<file path="src/hw/rtl/pfx_pkg.sv">
`timescale 1ns / 1ps
// Shared constants and types for the postfix expression evaluator.
// No dependencies; used by pfx_alu and the top level of the block.
package pfx_pkg;

    localparam int STACK_DEPTH = 64;
    localparam int DATA_W      = 32;

    // ASCII codes the evaluator reacts to
    localparam logic [7:0] SYM_ZERO  = 8'h30;
    localparam logic [7:0] SYM_NINE  = 8'h39;
    localparam logic [7:0] SYM_PLUS  = 8'h2B;
    localparam logic [7:0] SYM_MINUS = 8'h2D;
    localparam logic [7:0] SYM_TIMES = 8'h2A;
    localparam logic [7:0] SYM_DIV   = 8'h2F;

    // value of a pop from an empty stack
    localparam logic [DATA_W-1:0] VAL_EMPTY = '1;

    typedef logic [1:0] t_alu_op;
    localparam t_alu_op OP_ADD = 2'd0;
    localparam t_alu_op OP_SUB = 2'd1;
    localparam t_alu_op OP_MUL = 2'd2;
    localparam t_alu_op OP_DIV = 2'd3;

    typedef struct packed {
        logic    start;
        t_alu_op op;
    } t_alu_req;

    typedef struct packed {
        logic done;
        logic div_zero;
    } t_alu_rsp;

endpackage

</file>
<file path="src/hw/rtl/pfx_ram.sv">
`timescale 1ns / 1ps
// Generic single-write, single-read RAM with registered read data.
// No dependencies.
module pfx_ram #(
    parameter int WIDTH = 32,
    parameter int DEPTH = 64,
    localparam int AW = (DEPTH > 1) ? $clog2(DEPTH) : 1
) (
    input  logic             i_clk,
    input  logic             i_we,
    input  logic [AW-1:0]    i_waddr,
    input  logic [WIDTH-1:0] i_wdata,
    input  logic             i_re,
    input  logic [AW-1:0]    i_raddr,
    output logic [WIDTH-1:0] o_rdata
);

    logic [WIDTH-1:0] r_mem [DEPTH];
    logic [WIDTH-1:0] r_rdata;

    always_ff @(posedge i_clk) begin
        if (i_we) begin
            r_mem[i_waddr] <= i_wdata;
        end
        // hold the last read word until the next read
        if (i_re) begin
            r_rdata <= r_mem[i_raddr];
        end
    end

    assign o_rdata = r_rdata;

endmodule

</file>
<file path="src/hw/rtl/pfx_alu.sv">
`timescale 1ns / 1ps
// Shared arithmetic unit: add, subtract and multiply with a registered result, signed
// division by restoring steps, one quotient bit per cycle. Uses pfx_pkg.
module pfx_alu (
    input  logic                          i_clk,
    input  logic                          i_rst_n,
    input  pfx_pkg::t_alu_req             i_req,
    input  logic [pfx_pkg::DATA_W-1:0]    i_lhs,
    input  logic [pfx_pkg::DATA_W-1:0]    i_rhs,
    output pfx_pkg::t_alu_rsp             o_rsp,
    output logic [pfx_pkg::DATA_W-1:0]    o_result
);

    localparam int W  = pfx_pkg::DATA_W;
    localparam int CW = $clog2(W);

    logic          r_busy;
    logic [CW-1:0] r_cnt;
    logic [W-1:0]  r_rem;
    logic [W-1:0]  r_quo;
    logic [W-1:0]  r_div;
    logic          r_neg;
    logic          r_done;
    logic          r_dz;
    logic [W-1:0]  r_result;

    logic [W-1:0]  mag_l;
    logic [W-1:0]  mag_r;
    logic [W-1:0]  shifted;
    logic [W:0]    diff;
    logic [W-1:0]  quo_next;

    assign mag_l    = i_lhs[W-1] ? (~i_lhs + 1'b1) : i_lhs;
    assign mag_r    = i_rhs[W-1] ? (~i_rhs + 1'b1) : i_rhs;
    assign shifted  = {r_rem[W-2:0], r_quo[W-1]};
    assign diff     = {1'b0, shifted} - {1'b0, r_div};
    assign quo_next = {r_quo[W-2:0], ~diff[W]};

    always_ff @(posedge i_clk) begin
        if (!i_rst_n) begin
            r_busy <= 1'b0;
            r_done <= 1'b0;
            r_dz   <= 1'b0;
        end else begin
            r_done <= 1'b0;
            r_dz   <= 1'b0;
            if (r_busy) begin
                // one restoring step
                r_rem <= diff[W] ? shifted : diff[W-1:0];
                r_quo <= quo_next;
                r_cnt <= r_cnt - 1'b1;
                if (r_cnt == '0) begin
                    r_busy   <= 1'b0;
                    r_done   <= 1'b1;
                    r_result <= r_neg ? (~quo_next + 1'b1) : quo_next;
                end
            end else if (i_req.start) begin
                unique case (i_req.op)
                    pfx_pkg::OP_ADD: begin
                        r_result <= i_lhs + i_rhs;
                        r_done   <= 1'b1;
                    end
                    pfx_pkg::OP_SUB: begin
                        r_result <= i_lhs - i_rhs;
                        r_done   <= 1'b1;
                    end
                    pfx_pkg::OP_MUL: begin
                        r_result <= i_lhs * i_rhs;
                        r_done   <= 1'b1;
                    end
                    default: begin
                        if (i_rhs == '0) begin
                            r_result <= '0;
                            r_dz     <= 1'b1;
                            r_done   <= 1'b1;
                        end else begin
                            r_busy <= 1'b1;
                            r_cnt  <= CW'(W - 1);
                            r_rem  <= '0;
                            r_quo  <= mag_l;
                            r_div  <= mag_r;
                            r_neg  <= i_lhs[W-1] ^ i_rhs[W-1];
                        end
                    end
                endcase
            end
        end
    end

    assign o_rsp.done     = r_done;
    assign o_rsp.div_zero = r_dz;
    assign o_result       = r_result;

endmodule

</file>
<file path="src/hw/rtl/postfix_expression_evaluator.sv">
`timescale 1ns / 1ps
// Top level of the postfix expression evaluator: sequencer, stack pointer,
// sticky flags and result register. Uses pfx_pkg, pfx_ram and pfx_alu.
//
// The evaluator takes one ASCII character per input transfer. A digit pushes
// its value, + - * / pop the right then the left operand and push the 32-bit
// wrapped result (division truncates toward zero, a zero divisor gives 0 and
// sets div_zero_seen). A pop from an empty stack gives -1 and sets
// underflow_seen; a push onto a full stack is dropped and sets overflow_seen.
// On the character marked end_of_expr the top is popped and sent out with
// the three flags, and stack and flags clear for the next expression. The
// block handles one character at a time and is not ready meanwhile; a
// division with a nonzero divisor waits on the one-bit-per-cycle divide in
// the shared arithmetic unit. The final character adds the closing pop plus
// any wait for the result register to drain. The stack lives in a RAM with
// registered read, so each pop reads the word before it is used; it needs
// no clearing since the stack pointer says which entries hold data.
module postfix_expression_evaluator #(
    parameter int STACK_DEPTH = pfx_pkg::STACK_DEPTH
) (
    input  logic                       i_clk,
    input  logic                       i_rst_n,
    input  logic                       i_valid,
    output logic                       o_ready,
    input  logic [7:0]                 i_symbol,
    input  logic                       i_end_of_expr,
    output logic                       o_valid,
    input  logic                       i_ready,
    output logic signed [pfx_pkg::DATA_W-1:0] o_value,
    output logic                       o_overflow_seen,
    output logic                       o_underflow_seen,
    output logic                       o_div_zero_seen
);

    localparam int W  = pfx_pkg::DATA_W;
    localparam int AW = (STACK_DEPTH > 1) ? $clog2(STACK_DEPTH) : 1;
    localparam int CW = $clog2(STACK_DEPTH + 1);

    localparam logic [3:0] S_IDLE  = 4'd0;
    localparam logic [3:0] S_POP_R = 4'd1;
    localparam logic [3:0] S_POP_L = 4'd2;
    localparam logic [3:0] S_LHS   = 4'd3;
    localparam logic [3:0] S_EXEC  = 4'd4;
    localparam logic [3:0] S_WAIT  = 4'd5;
    localparam logic [3:0] S_PUSH  = 4'd6;
    localparam logic [3:0] S_FIN   = 4'd7;
    localparam logic [3:0] S_EMIT  = 4'd8;

    logic [3:0]        r_state;
    logic              r_last;
    pfx_pkg::t_alu_op  r_op;
    logic [W-1:0]      r_lhs;
    logic [W-1:0]      r_rhs;
    logic [W-1:0]      r_res;
    logic              r_take;     // RAM read data holds the popped word
    logic [CW-1:0]     r_count;
    logic              r_of;
    logic              r_uf;
    logic              r_dz;
    logic              r_out_valid;
    logic [W-1:0]      r_value;
    logic              r_out_of;
    logic              r_out_uf;
    logic              r_out_dz;

    logic              accept;
    logic              is_digit;
    logic              is_op;
    pfx_pkg::t_alu_op  sym_op;
    logic              empty;
    logic              full;
    logic [CW-1:0]     count_dec;
    logic              ram_we;
    logic              ram_re;
    logic [W-1:0]      ram_rdata;
    logic              out_free;
    pfx_pkg::t_alu_req alu_req;
    pfx_pkg::t_alu_rsp alu_rsp;
    logic [W-1:0]      alu_result;

    assign o_ready   = (r_state == S_IDLE);
    assign accept    = i_valid && o_ready;
    assign empty     = (r_count == '0);
    assign full      = (r_count >= CW'(STACK_DEPTH));
    assign count_dec = r_count - 1'b1;
    assign out_free  = !r_out_valid || i_ready;
    assign is_digit  = (i_symbol >= pfx_pkg::SYM_ZERO) && (i_symbol <= pfx_pkg::SYM_NINE);

    always_comb begin
        is_op  = 1'b1;
        sym_op = pfx_pkg::OP_ADD;
        unique case (i_symbol)
            pfx_pkg::SYM_PLUS:  sym_op = pfx_pkg::OP_ADD;
            pfx_pkg::SYM_MINUS: sym_op = pfx_pkg::OP_SUB;
            pfx_pkg::SYM_TIMES: sym_op = pfx_pkg::OP_MUL;
            pfx_pkg::SYM_DIV:   sym_op = pfx_pkg::OP_DIV;
            default:            is_op  = 1'b0;
        endcase
    end

    // Pop reads go out at the current top; for operand pops the pointer drops in the same cycle.
    assign ram_re = !empty &&
                    ((r_state == S_POP_R) || (r_state == S_POP_L) ||
                     ((r_state == S_FIN) && r_last));
    assign ram_we = (r_state == S_PUSH) && !full;

    assign alu_req.start = (r_state == S_EXEC);
    assign alu_req.op    = r_op;

    pfx_ram #(
        .WIDTH(W),
        .DEPTH(STACK_DEPTH)
    ) u_stack (
        .i_clk  (i_clk),
        .i_we   (ram_we),
        .i_waddr(r_count[AW-1:0]),
        .i_wdata(r_res),
        .i_re   (ram_re),
        .i_raddr(count_dec[AW-1:0]),
        .o_rdata(ram_rdata)
    );

    pfx_alu u_alu (
        .i_clk   (i_clk),
        .i_rst_n (i_rst_n),
        .i_req   (alu_req),
        .i_lhs   (r_lhs),
        .i_rhs   (r_rhs),
        .o_rsp   (alu_rsp),
        .o_result(alu_result)
    );

    // load a finished result; drop it once the consumer takes the transfer
    always_ff @(posedge i_clk) begin
        if (!i_rst_n) begin
            r_out_valid <= 1'b0;
        end else if ((r_state == S_EMIT) && out_free) begin
            r_out_valid <= 1'b1;
        end else if (i_ready) begin
            r_out_valid <= 1'b0;
        end
    end

    always_ff @(posedge i_clk) begin
        if (!i_rst_n) begin
            r_state     <= S_IDLE;
            r_count     <= '0;
            r_of        <= 1'b0;
            r_uf        <= 1'b0;
            r_dz        <= 1'b0;
            r_take      <= 1'b0;
        end else begin
            unique case (r_state)
                S_IDLE: begin
                    if (accept) begin
                        r_last <= i_end_of_expr;
                        r_op   <= sym_op;
                        r_res  <= W'(i_symbol - pfx_pkg::SYM_ZERO);
                        if (is_digit) begin
                            r_state <= S_PUSH;
                        end else if (is_op) begin
                            r_state <= S_POP_R;
                        end else begin
                            r_state <= S_FIN;
                        end
                    end
                end
                S_POP_R: begin
                    // right operand
                    r_rhs <= pfx_pkg::VAL_EMPTY;
                    if (empty) begin
                        r_uf   <= 1'b1;
                        r_take <= 1'b0;
                    end else begin
                        r_count <= count_dec;
                        r_take  <= 1'b1;
                    end
                    r_state <= S_POP_L;
                end
                S_POP_L: begin
                    // capture right word, then pop left operand
                    if (r_take) begin
                        r_rhs <= ram_rdata;
                    end
                    r_lhs <= pfx_pkg::VAL_EMPTY;
                    if (empty) begin
                        r_uf   <= 1'b1;
                        r_take <= 1'b0;
                    end else begin
                        r_count <= count_dec;
                        r_take  <= 1'b1;
                    end
                    r_state <= S_LHS;
                end
                S_LHS: begin
                    if (r_take) begin
                        r_lhs <= ram_rdata;
                    end
                    r_state <= S_EXEC;
                end
                S_EXEC: begin
                    r_state <= S_WAIT;
                end
                S_WAIT: begin
                    if (alu_rsp.done) begin
                        r_res <= alu_result;
                        if (alu_rsp.div_zero) begin
                            r_dz <= 1'b1;
                        end
                        r_state <= S_PUSH;
                    end
                end
                S_PUSH: begin
                    if (full) begin
                        r_of <= 1'b1;
                    end else begin
                        r_count <= r_count + 1'b1;
                    end
                    r_state <= S_FIN;
                end
                S_FIN: begin
                    if (!r_last) begin
                        r_state <= S_IDLE;
                    end else begin
                        // closing pop; its underflow counts toward the result
                        if (empty) begin
                            r_uf   <= 1'b1;
                            r_take <= 1'b0;
                        end else begin
                            r_take <= 1'b1;
                        end
                        r_state <= S_EMIT;
                    end
                end
                S_EMIT: begin
                    // hold until the result register is free
                    if (out_free) begin
                        r_value     <= r_take ? ram_rdata : pfx_pkg::VAL_EMPTY;
                        r_out_of    <= r_of;
                        r_out_uf    <= r_uf;
                        r_out_dz    <= r_dz;
                        r_count     <= '0;
                        r_of        <= 1'b0;
                        r_uf        <= 1'b0;
                        r_dz        <= 1'b0;
                        r_state     <= S_IDLE;
                    end
                end
                default: begin
                    r_state <= S_IDLE;
                end
            endcase
        end
    end

    assign o_valid          = r_out_valid;
    assign o_value          = r_value;
    assign o_overflow_seen  = r_out_of;
    assign o_underflow_seen = r_out_uf;
    assign o_div_zero_seen  = r_out_dz;

endmodule
</file>
<file path="config.mk">
export PLATFORM = sky130hd
export DESIGN_NAME = postfix_expression_evaluator
export DESIGN_NICKNAME = d
export VERILOG_FILES = /design/src/hw/rtl/pfx_pkg.sv /design/src/hw/rtl/pfx_ram.sv /design/src/hw/rtl/pfx_alu.sv /design/src/hw/rtl/postfix_expression_evaluator.sv
export SDC_FILE = /design/constraint.sdc
export NUM_CORES = 2
export LEC_CHECK = 0
export BUFFER_PORTS_ARGS = -buffer_cell sky130_fd_sc_hd__buf_2
export CORE_MARGIN = 3
export CORE_UTILIZATION = 64
export DETAILED_ROUTE_END_ITERATION = 10
export PLACE_DENSITY = 0.82
export SLEW_MARGIN = 40
export SYNTH_ARGS = -nofsm -noshare
export SYNTH_HDL_FRONTEND = slang
export SYNTH_SLANG_ARGS = --single-unit
</file>
<file path="constraint.sdc">
create_clock -name i_clk -period 7.91 [get_ports i_clk]
set_input_delay 0.3955 -clock i_clk [delete_from_list [all_inputs] [get_ports i_clk]]
set_output_delay 0.3955 -clock i_clk [all_outputs]
set_load 0.01 [all_outputs]
</file>
==> summary.md <==
| Metric | Value |
|---|---|
| Root Buffer | `clkbuf_16` |
| Syn nets | `~7100` |
| Required @ worst endpoint | `between 8000 and 9000 ps` |
| Initial antenna violation count | `39` |
| Die height | `423.8 µm` |
| Max-Cap Viols | `0` |
| Top Ports | `50` |
| Worst Tran Pin Value | `slightly above 900 ps` |
| CP startpoint kind | `flop` |
| Clk Latency, worst-skew pair | `900 ps` |
| HP Class | `in -> reg` |
| Die footprint | `approximately 0.18 mm²` |
| Synth Register Bits | `about 2400` |
| TNS Setup | `0 ps` |
| Worst-path fanout max | `12` |
| GRT Overall Usage | `around two fifths` |
| Fmax | `between 100 and 150 MHz` |
| H-tree levels | `4` |
| Rel. slew slack | `between 30 and 40%` |
| Synth Warn # | `0` |
| EDFF count, synth | `around 2300` |
| Fillers | `~10000` |
| Area leader, netlist | `edfxtp_1` |
| Clk_skew | `~61 ps` |
| DR iter-0 viols | `9991` |
| Final period utilization | `between 90 and 100%` |
| Critical path type | `reg -> reg` |
| Largest net degree at the start of global routing | `146` |
| Clock sink total | `roughly 2400` |
| CTS clk-pin slew, worst paths | `roughly 70 ps` |
| Total congestion overflow | `0` |
| Avg Inst Size Synth | `around 17 µm²` |
| Layout cells sized above 1 | `between 20% and 30%` |
| Die extent in x | `between 400 and 500 µm` |
| Final core occ | `71.90%` |
| Count of buffers from port buffering | `~50` |
| RD Place Congestion | `roughly 1` |
| Core Rows | `152` |
| Syn Inst Count | `6501` |
| Final ANT Viol Nets | `0` |
| Register area share after synthesis | `around 63%` |
| Fin crit period | `7693 ps` |
| Post-synthesis cell type count | `between 80 and 90` |
| Pre-antenna DRT Iters | `7` |
| Global-route wire length before repair | `494.4 mm` |
| RSZ-0062 raised after global routing | `false` |
| Vias post-DR | `roughly 66000` |
| Status | `finished clean` |
| Max Slew Vio Count | `0` |
| Post-Syn Area | `between 0.1 and 0.15 mm²` |
| CTS tree | `done` |
| Via density | `roughly 7.2` |
| Final setup fails | `0` |
| Fin. Hold Viols | `0` |
| Yosys top cell area share | `63.08%` |
| Synth Flop Type | `edfxtp_1` |
| Crit. End Element | `flop` |
| Core Footprint | `0.1725 mm²` |
| Synth area leaders | `edfxtp_1, mux4_2, fa_1` |
| Final #Nets | `roughly 7300` |
| Drt drc | `0` |
| DR WL/cell | `37.39 µm` |
| Async set-reset flop share out of synthesis | `0%` |
| Hold_ws | `96.04 ps` |
| Clock tree buffer depth | `3` |
| HPWL after DPL | `just under 200 mm` |
| Final Routed Wirelength | `between 300 and 400 mm` |
| Number of global-route vias before repair | `67220` |
| Initial Utilization | `between 60% and 70%` |
| Layout area overhead | `11.02%` |
| TritonCTS Buffers | `222` |
| Worst Path Arrival | `just over 8000 ps` |
==> stage by stage <==
step	std cells	setup WS, ps	area (µm²)
final	9205	217.2	124000
after global routing	9190	16.08	124000
after CTS	9169	199.2	123700
after detailed placement	8743	218.8	116200
after global placement	8739	281.4	116100
after floorplan	6501	748.9	111700
==> synthesized netlist by cell type (64+ instances only) <==
cell type  count
edfxtp_1    2347
mux4_2       672
nand2_1      466
inv_1        456
fa_1         410
and2_1       313
clkbuf_1     291
ha_1         196
nor2_1       186
xnor2_1      133
a21oi_1      129
xor2_1       110
o21ai_0      105
nand2b_1      88
buf_1         64
==> final timing paths <==
kind / from / end / slack [ps] / cells past startpoint
setup reg to reg: r_rhs[2] / u_alu.o_result[31] / 220 / 24
hold / removal: i_symbol[7] / r_op[1] / 100 / 4
hold reg to reg: r_of / o_overflow_seen / 440 / 0
setup / recovery: r_rhs[2] / u_alu.o_result[31] / 220 / 24
==> kinds of logic after synthesis <==
logic type	synth area share (%)
flip-flops	63.42
AND/OR/NAND/NOR	5.811
buffers and inverters	2.774
multiplexers	13.70
adder cells (fa/ha/maj)	9.542
AO/OA/AOI/OAI	2.826
XOR/XNOR	1.925
==> sequential cells by signal (all words and copies together) (netlist names), 2 cells and up <==
name,flops
u_stack.r_mem,2048
o_value,32
r_lhs,32
r_res,32
r_rhs,32
u_alu.o_result,32
u_alu.r_div,32
u_alu.r_quo,32
u_stack.o_rdata,32
u_alu.r_rem,31
r_count,7
u_alu.r_cnt,5
r_state,4
r_op,2
==> area by class of cell <==
type	instances	area, µm²	share of cell area [%]
clock inverters	155	1665	1.343
multi-input cells	3314	38440	30.99
clock buffers	261	5744	4.631
inverters	457	1715	1.383
well taps	2310	2890	2.330
repair buffers	327	2670	2.153
flip-flops and latches	2366	70870	57.14
diodes	15	37.54	0.03026
==> layout by cell type, fill, tap and decap left out, types with 15 or more instances in the layout <==
cell          n
buf_2        49
clkbuf_1     37
nand3_1      27
edfxtp_1   2347
clkinv_2     35
xnor2_1     130
nor3_1       42
or3_1        59
fa_1        410
o21a_1       20
nor2_1      117
dfxtp_1      17
o41ai_1      20
nand2b_1     88
nor2b_1      16
and2_1      313
a21oi_1     128
a211oi_1     24
diode_2      15
mux4_2      672
buf_4       242
nor2_4       67
nand2_1     465
xor2_1      108
o21ai_0     104
clkbuf_16   224
clkinv_1     59
bufinv_16    29
inv_1       456
a21o_1       28
ha_1        195
o31ai_1      33
==> layer usage <==
| layer | vias to the layer above | share of wire (%) | GRT usage, % |
|---|---|---|---|
| met5 | - | 0.069 | 0 |
| li1 | 25010 | - | - |
| met1 | 33780 | 32 | 47.48 |
| met2 | 5739 | 49 | 63.52 |
| met3 | 1546 | 11 | 9.801 |
| met4 | 36 | 8.0 | 24.54 |
==> critical path, cell delays in order, from the launching register on <==
cell and delay (ps):
edfxtp_1 640, buf_4 280, buf_4 270, nand2_1 110
fa_1 560, inv_1 50, fa_1 470, inv_1 50
fa_1 490, inv_1 100, fa_1 530, fa_1 550
inv_1 70, fa_1 460, fa_1 490, fa_1 390
xor2_1 160, xnor2_1 220, xnor2_1 160, xnor2_1 100
xnor2_1 380, xnor3_1 420, xnor2_1 130, a221oi_1 250
a21oi_1 60
==> timing repair <==
item                                   CTS  global route
resized for setup                        0             3
hold buffers                            10             0
setup buffers                            0            15
endpoints found under the hold margin   17             0
setup endpoints to repair                0             5
Power is left out: the tool's default activity adds up to more than one toggle a clock period on the data nets, which glitch-free logic cannot reach.
